**src/hdl/pzvm_pkg.sv**
```systemverilog
`timescale 1ns / 1ps

package pzvm_pkg;

    // Fixed-point format of every pan, zoom and window value.
    localparam int FRAC_BITS = 32;
    localparam int EARTH_RADIUS_UNITS = 6378137;

    typedef logic signed [63:0] q_t;

    localparam q_t Q_MAX = 64'sh7FFF_FFFF_FFFF_FFFF;
    localparam q_t Q_MIN = 64'sh8000_0000_0000_0000;
    localparam q_t Q_ONE = q_t'(64'd1 << FRAC_BITS);
    localparam q_t Q_TWO = q_t'(64'd2 << FRAC_BITS);
    localparam q_t Q_NEG_TWO = -Q_TWO;

    // Reset values of the window and scale registers, and the zoom that a reset-view action loads.
    localparam longint unsigned NEAR_INT = 64'd100000000;
    localparam q_t NEAR_RST = (NEAR_INT > (64'h7FFF_FFFF_FFFF_FFFF >> FRAC_BITS))
                              ? Q_MAX : q_t'(NEAR_INT << FRAC_BITS);
    localparam q_t FAR_RST = (NEAR_RST == Q_MIN) ? Q_MAX : -NEAR_RST;
    localparam logic [62:0] SCALE_RST =
        63'((64'd11 * (64'd1 << FRAC_BITS) + 64'd5) / 64'd10);
    localparam q_t ZOOM_HOME =
        q_t'((64'd1 << FRAC_BITS) / 64'(EARTH_RADIUS_UNITS));

    // Shared unit operations.
    localparam logic OP_MUL = 1'b0;
    localparam logic OP_DIV = 1'b1;

    // Input actions.
    localparam logic [2:0] ACT_PAN     = 3'd0;
    localparam logic [2:0] ACT_ZOOM    = 3'd1;
    localparam logic [2:0] ACT_RESET   = 3'd2;
    localparam logic [2:0] ACT_LOAD    = 3'd3;
    localparam logic [2:0] ACT_REFRESH = 3'd4;

    // Configuration register indexes.
    localparam logic [3:0] CFG_LEFT   = 4'd0;
    localparam logic [3:0] CFG_RIGHT  = 4'd1;
    localparam logic [3:0] CFG_BOTTOM = 4'd2;
    localparam logic [3:0] CFG_TOP    = 4'd3;
    localparam logic [3:0] CFG_NEAR   = 4'd4;
    localparam logic [3:0] CFG_FAR    = 4'd5;
    localparam logic [3:0] CFG_VPW    = 4'd6;
    localparam logic [3:0] CFG_SCALE  = 4'd7;

    typedef struct packed {
        logic start;
        logic op;
        q_t   a;
        q_t   b;
    } alu_req_t;

    typedef struct packed {
        logic done;
        q_t   result;
    } alu_rsp_t;

    function automatic q_t sat_add(input q_t a, input q_t b);
        logic signed [64:0] s;
        s = {a[63], a} + {b[63], b};
        if (s[64] != s[63])
            return s[64] ? Q_MIN : Q_MAX;
        return s[63:0];
    endfunction

    function automatic q_t sat_sub(input q_t a, input q_t b);
        logic signed [64:0] s;
        s = {a[63], a} - {b[63], b};
        if (s[64] != s[63])
            return s[64] ? Q_MIN : Q_MAX;
        return s[63:0];
    endfunction

    function automatic q_t sat_neg(input q_t a);
        return (a == Q_MIN) ? Q_MAX : -a;
    endfunction

    function automatic logic [63:0] mag(input q_t a);
        return a[63] ? (64'd0 - 64'(a)) : 64'(a);
    endfunction

    // Signed result from a sign and a 128-bit magnitude, saturated.
    function automatic q_t from_mag(input logic neg, input logic [127:0] m);
        if (m[127:63] != '0)
            return neg ? Q_MIN : Q_MAX;
        return neg ? -q_t'(m[63:0]) : q_t'(m[63:0]);
    endfunction

endpackage

```
**src/hdl/pzvm_alu.sv**
```systemverilog
`timescale 1ns / 1ps

// Shared multiply and divide unit. A multiply accumulates its partial products
// through one 32x32 multiplier; a divide retires one quotient bit per cycle.
module pzvm_alu
(
    input  logic               clk,
    input  logic               rst_n,
    input  pzvm_pkg::alu_req_t req,
    output pzvm_pkg::alu_rsp_t rsp
);

    localparam int DIV_STEPS = 64 + pzvm_pkg::FRAC_BITS;
    localparam int CNT_W = $clog2(DIV_STEPS);
    localparam logic [CNT_W-1:0] MUL_LAST = CNT_W'(3);
    localparam logic [CNT_W-1:0] DIV_LAST = CNT_W'(DIV_STEPS - 1);

    logic             busy_reg;
    logic             fin_reg;
    logic             done_reg;
    logic             op_reg;
    logic             neg_reg;
    logic [CNT_W-1:0] cnt_reg;
    logic [63:0]      x_reg;
    logic [63:0]      y_reg;
    logic [127:0]     acc_reg;
    logic [63:0]      rem_reg;
    pzvm_pkg::q_t     result_reg;

    logic [31:0]  pp_a;
    logic [31:0]  pp_b;
    logic [63:0]  pp;
    logic [127:0] pp_shift;
    logic [64:0]  rem_ext;
    logic [64:0]  rem_diff;
    logic         take_bit;
    logic [127:0] mul_q;

    always_comb
    begin
        pp_a = cnt_reg[1] ? x_reg[63:32] : x_reg[31:0];
        pp_b = cnt_reg[0] ? y_reg[63:32] : y_reg[31:0];
        pp   = 64'(pp_a) * 64'(pp_b);
        case (cnt_reg[1:0])
            2'b00:   pp_shift = 128'(pp);
            2'b11:   pp_shift = 128'(pp) << 64;
            default: pp_shift = 128'(pp) << 32;
        endcase
        rem_ext  = {rem_reg, acc_reg[127]};
        take_bit = rem_ext >= {1'b0, y_reg};
        rem_diff = rem_ext - {1'b0, y_reg};
        mul_q    = acc_reg >> pzvm_pkg::FRAC_BITS;
    end

    always_ff @(posedge clk or negedge rst_n)
    begin
        if (!rst_n)
        begin
            busy_reg   <= 1'b0;
            fin_reg    <= 1'b0;
            done_reg   <= 1'b0;
            op_reg     <= pzvm_pkg::OP_MUL;
            neg_reg    <= 1'b0;
            cnt_reg    <= '0;
            x_reg      <= '0;
            y_reg      <= '0;
            acc_reg    <= '0;
            rem_reg    <= '0;
            result_reg <= '0;
        end
        else
        begin
            done_reg <= 1'b0;
            if (req.start)
            begin
                op_reg  <= req.op;
                neg_reg <= req.a[63] ^ req.b[63];
                x_reg   <= pzvm_pkg::mag(req.a);
                y_reg   <= pzvm_pkg::mag(req.b);
                acc_reg <= (req.op == pzvm_pkg::OP_DIV)
                           ? {pzvm_pkg::mag(req.a), 64'd0} : 128'd0;
                rem_reg <= '0;
                cnt_reg <= '0;
                fin_reg <= 1'b0;
                if (req.op == pzvm_pkg::OP_DIV && req.b == '0)
                begin
                    // Division by zero resolves at once from the numerator sign.
                    if (req.a == '0)
                        result_reg <= '0;
                    else
                        result_reg <= req.a[63] ? pzvm_pkg::Q_MIN : pzvm_pkg::Q_MAX;
                    done_reg <= 1'b1;
                end
                else
                begin
                    busy_reg <= 1'b1;
                end
            end
            else if (busy_reg && fin_reg)
            begin
                busy_reg <= 1'b0;
                fin_reg  <= 1'b0;
                done_reg <= 1'b1;
                result_reg <= (op_reg == pzvm_pkg::OP_DIV)
                              ? pzvm_pkg::from_mag(neg_reg, acc_reg)
                              : pzvm_pkg::from_mag(neg_reg, mul_q);
            end
            else if (busy_reg)
            begin
                if (op_reg == pzvm_pkg::OP_MUL)
                begin
                    acc_reg <= acc_reg + pp_shift;
                    fin_reg <= (cnt_reg == MUL_LAST);
                end
                else
                begin
                    rem_reg <= take_bit ? rem_diff[63:0] : rem_ext[63:0];
                    acc_reg <= {acc_reg[126:0], take_bit};
                    fin_reg <= (cnt_reg == DIV_LAST);
                end
                cnt_reg <= cnt_reg + 1'b1;
            end
        end
    end

    assign rsp = '{done: done_reg, result: result_reg};

`ifndef NO_ASSERTIONS
    a_done_idle: assert property (@(posedge clk) disable iff (!rst_n)
        done_reg |-> !busy_reg)
        else $error("result reported while the unit is still busy");
    a_start_free: assert property (@(posedge clk) disable iff (!rst_n)
        req.start |-> (!busy_reg && !done_reg))
        else $error("operation started while the unit is occupied");
    a_mul_short: assert property (@(posedge clk) disable iff (!rst_n)
        (busy_reg && !fin_reg && op_reg == pzvm_pkg::OP_MUL) |-> (cnt_reg <= MUL_LAST))
        else $error("multiply ran past its four partial products");
`endif

endmodule

```
**config.mk**
```make
export PLATFORM = sky130hd
export DESIGN_NAME = pzvm_alu
export DESIGN_NICKNAME = d
export VERILOG_FILES = /design/src/hdl/pzvm_pkg.sv /design/src/hdl/pzvm_alu.sv
export SDC_FILE = /design/constraint.sdc
export NUM_CORES = 2
export LEC_CHECK = 0
export ABC_AREA = 1
export BUFFER_PORTS_ARGS = -buffer_cell sky130_fd_sc_hd__buf_2
export CAP_MARGIN = 20
export CORE_ASPECT_RATIO = 0.75
export CORE_MARGIN = 2
export CORE_UTILIZATION = 30
export CTS_CLUSTER_DIAMETER = 150
export DETAILED_ROUTE_END_ITERATION = 6
export PLACE_DENSITY_LB_ADDON = 0.05
export SETUP_SLACK_MARGIN = 0.5
export SLEW_MARGIN = 5
export SYNTH_ARGS = -nofsm -noshare
export SYNTH_HDL_FRONTEND = slang
export SYNTH_SLANG_ARGS = --single-unit
```
**constraint.sdc**
```tcl
create_clock -name clk -period 23.4 [get_ports clk]
set_clock_uncertainty 0.05 [all_clocks]
set_input_delay 4.68 -clock clk [delete_from_list [all_inputs] [get_ports clk]]
set_output_delay 4.68 -clock clk [all_outputs]
set_load 0.05 [all_outputs]
```
==> flow_metrics.py <==
metrics = {
    "floorplan": {
        "num_io_pins": 197,
        "std_cell_rows": 159,
        "die_height_um": 439,
        "placeableCoreArea_um2": 251000,
        "floorplan.die_area_um2": 257000,
        "die_width_um": 584,
        "initial_utilization_pct": 30.2,
    },
    "setup_path": {
        "critPathMaxFanout": 48,
        "required_ns": 24.01,
        "worst_r2r_path_depth": 41,
        "end_kind": "register",
        "cp_slowest_stage_delay_ns": 1.01,
        "data_arrival_time_of_the_critical_path_ns": 15.03,
        "slowest_stage": "xor2_1",
        "setup.worst_path.class": "register to register",
        "crit_path_top_cell_by_count": "fa_1",
        "timing.critical_path.from_type": "register",
    },
    "placed_design": {
        "numPortBuffers": 196,
        "placement.cell_area_um2": 81400,
        "detailedPlacementHpwl_mm": 388,
        "place_congestion": 1.06,
        "place.detailed.instances": 14679,
    },
    "job": {
        "maxCapViolCount": 0,
    },
    "global_route": {
        "grt_use_total_pct": 35.9,
        "first_global_vias": 77221,
        "grt_pass1_wl_mm": 640,
        "grt_ovf": 0,
        "antenna_found_initial": 77,
        "largest_net_degree_at_the_start_of_global_routing": 129,
    },
    "clocking": {
        "clock-root-buffer": "clkbuf_16",
        "clkSinkCount": 396,
        "clock_tree.buffer_depth": 3,
        "clock_latency_ns": 0.76,
        "cts_htree_levels": 2,
        "cts_resized": 0,
        "cts-hold-fix-buffers": 0,
        "worst_setup_hold_path_clk_slew_ns": 0.07,
        "tritoncts.num_buffers": 54,
        "cts_tree": "done",
        "postCtsSetupBuffers": 0,
    },
    "timing": {
        "timing.setup.tns_ns": 0,
        "timing_hold_violations_final": 0,
        "finalSetupViolCount": 0,
        "setup_repair_after_global_routing_missed_its_margin": "no",
        "fin_crit_sh_pct": 61.6,
        "max_slew_margin_pct": 12.8,
        "max_freq_mhz": 69.3,
        "max_slew.worst_pin.slew_ns": 1.30,
        "min_period_ns": 14.42,
        "finalMaxSlewViolations": 0,
    },
    "yosys": {
        "postSynthAreaPerCell_um2": 6.72,
        "net_count_after_synthesis": 12776,
        "count_of_yosys_warnings_during_synthesis": 0,
        "postSynth.topFlopCell": "dfrtp_1",
        "yosys_register_bits": 396,
        "synth_edf_count": 0,
        "synth.cell_area_um2": 75800,
        "ys_types": 63,
        "seq_area_frac_synth_pct": 13.1,
        "synth-async-reset-ratio_pct": 100,
        "post_synthesis_cell_count": 11279,
    },
    "detailed_routing": {
        "drc_errors": 4,
        "routed_wl_mm": 468,
        "drt_iter0_drc": 9768,
        "drt_pre_antenna_iters": 7,
        "antenna_violating_nets_post_route": 0,
        "post_detailed_route_wirelength_per_cell_um": 31.6,
        "dr_total_vias": 80589,
        "routed_via_density": 5.44,
    },
    "hold_path": {
        "hold_path.class": "register to register",
        "worst_hold_path_cells": 2,
    },
    "layout": {
        "fraction_of_layout_cells_with_a_size_suffix_above_1_pct": 6.31,
        "area_occupied_by_registers_um2": 9920,
        "design.final.nets": 12855,
        "largest_register_ffs": 128,
        "fin_area_um2": 83500,
        "layoutNonFillerInstCount": 14819,
        "multi_input_area_um2": 57000,
        "area_delta_synth_final_pct": 10.1,
        "final.fill_count": 27812,
    },
    "run_status": {
        "violations": "DRC",
        "outcome": "finished, violations left",
    },
}
## through the flow
step | hold slack (ns) | setup slack [ns] | utilization (%)
6_report | 0.427 | 8.98 | 33.3
5_1_grt | 0.447 | 8.78 | 33.3
4_1_cts | 0.432 | 9.59 | 33.2
3_5_place_dp | 0.418 | 9.64 | 32.5
3_3_place_gp | 0.416 | 9.00 | 32.4
2_1_floorplan | 0.392 | 14.25 | -
## per-layer routing
layer  vias up  track usage (%)  part of all wire [%]
met5         -             1.15                  0.14
met2      3990             47.6                    38
met1     40590             56.1                    49
met4        40             7.49                   2.3
met3       427             10.0                    11
li1      35542                -                     -
## synth_stat cells, types with 30 or more instances
| cell | instances | area share, % |
|---|---|---|
| o211ai_1 | 60 | 0.59 |
| nand3b_1 | 61 | 0.60 |
| fa_1 | 898 | 24 |
| o21ai_1 | 114 | 0.75 |
| nand2_1 | 2299 | 11 |
| nor3_1 | 93 | 0.61 |
| buf_1 | 30 | 0.15 |
| or2_2 | 47 | 0.39 |
| dfrtp_1 | 396 | 13 |
| a21oi_1 | 628 | 4.1 |
| buf_2 | 30 | 0.20 |
| clkbuf_1 | 299 | 1.5 |
| o21bai_1 | 38 | 0.38 |
| a31oi_1 | 86 | 0.71 |
| a21o_1 | 32 | 0.32 |
| inv_1 | 1986 | 9.8 |
| nand3_1 | 561 | 3.7 |
| ha_1 | 467 | 7.7 |
| o21ai_0 | 664 | 4.4 |
| clkinv_1 | 35 | 0.17 |
| nand4_1 | 82 | 0.68 |
| xor2_1 | 166 | 1.9 |
| nor4_1 | 42 | 0.35 |
| o22ai_1 | 66 | 0.54 |
| nor2_1 | 1777 | 8.8 |
| xnor2_1 | 76 | 0.88 |
## final timing paths
kind | start | to | slack, ns
setup / recovery | cnt_reg[1]$_DFFE_PN0P_ | acc_reg[74]$_DFFE_PN0P_ | 8.98
hold / removal | x_reg[51]$_DFFE_PN0P_ | x_reg[51]$_DFFE_PN0P_ | 0.43
setup reg to reg | cnt_reg[1]$_DFFE_PN0P_ | acc_reg[74]$_DFFE_PN0P_ | 8.98
hold reg to reg | x_reg[51]$_DFFE_PN0P_ | x_reg[51]$_DFFE_PN0P_ | 0.43
max in group asynchronous | rst_n | neg_reg$_DFFE_PN0P_ | 17.07
min in group asynchronous | rst_n | result_reg[53]$_DFFE_PN0P_ | 3.87
## cell type report
class / instances / area share, %
timing repair buffer: 404 / 3.12
antenna: 35 / 0.105
inverter: 2048 / 9.21
tap: 3381 / 5.07
sequential: 396 / 11.9
multi-input combinational: 8454 / 68.3
clock buffer: 70 / 1.81
clock inverter: 31 / 0.519
## cell usage in the layout, fill, tap and decap left out, drive strengths merged, types with 7 or more instances in the layout
cell | Yosys | routed
a31oi | 86 | 86
a21o | 32 | 32
clkinv | 35 | 48
o31ai | 12 | 12
inv | 2013 | 2018
o22ai | 67 | 67
diode | 0 | 35
a22oi | 20 | 20
o21ai | 796 | 796
nor2 | 1799 | 1799
buf | 80 | 403
a221oi | 16 | 16
o211ai | 60 | 60
nor4 | 46 | 46
nand2 | 2305 | 2305
nand3 | 563 | 563
o21a | 26 | 26
and3 | 13 | 13
xor2 | 166 | 166
a21boi | 11 | 11
o21bai | 38 | 38
nand4 | 82 | 82
nand3b | 61 | 61
nor3 | 101 | 101
ha | 467 | 467
dfrtp | 396 | 396
xnor2 | 76 | 76
or2 | 54 | 54
bufinv | 0 | 7
a21oi | 634 | 634
clkbuf | 301 | 71
fa | 898 | 898
## critical path: cells and delay by family (launching register included)
family | cells | cell delay (ns)
fa+ha+maj | 10 | 4.88
simple gates | 15 | 3.88
buf+inv | 10 | 2.74
xor+xnor | 2 | 1.22
flops | 1 | 0.72
compound gates | 4 | 0.64
## logic make-up after synthesis
| kind of cell | after synthesis | share of synthesized area [%] |
|---|---|---|
| DFF | 396 | 13.1 |
| adders and majority gates | 1365 | 31.4 |
| xor gates and xnor gates | 242 | 2.80 |
| buffers and inverters | 2429 | 12.3 |
| AOI/OAI and AO/OA | 1815 | 13.2 |
| and+or+nand+nor | 5032 | 27.2 |
Power is left out: the tool's default activity adds up to more than one toggle a clock period on the data nets, which glitch-free logic cannot reach.
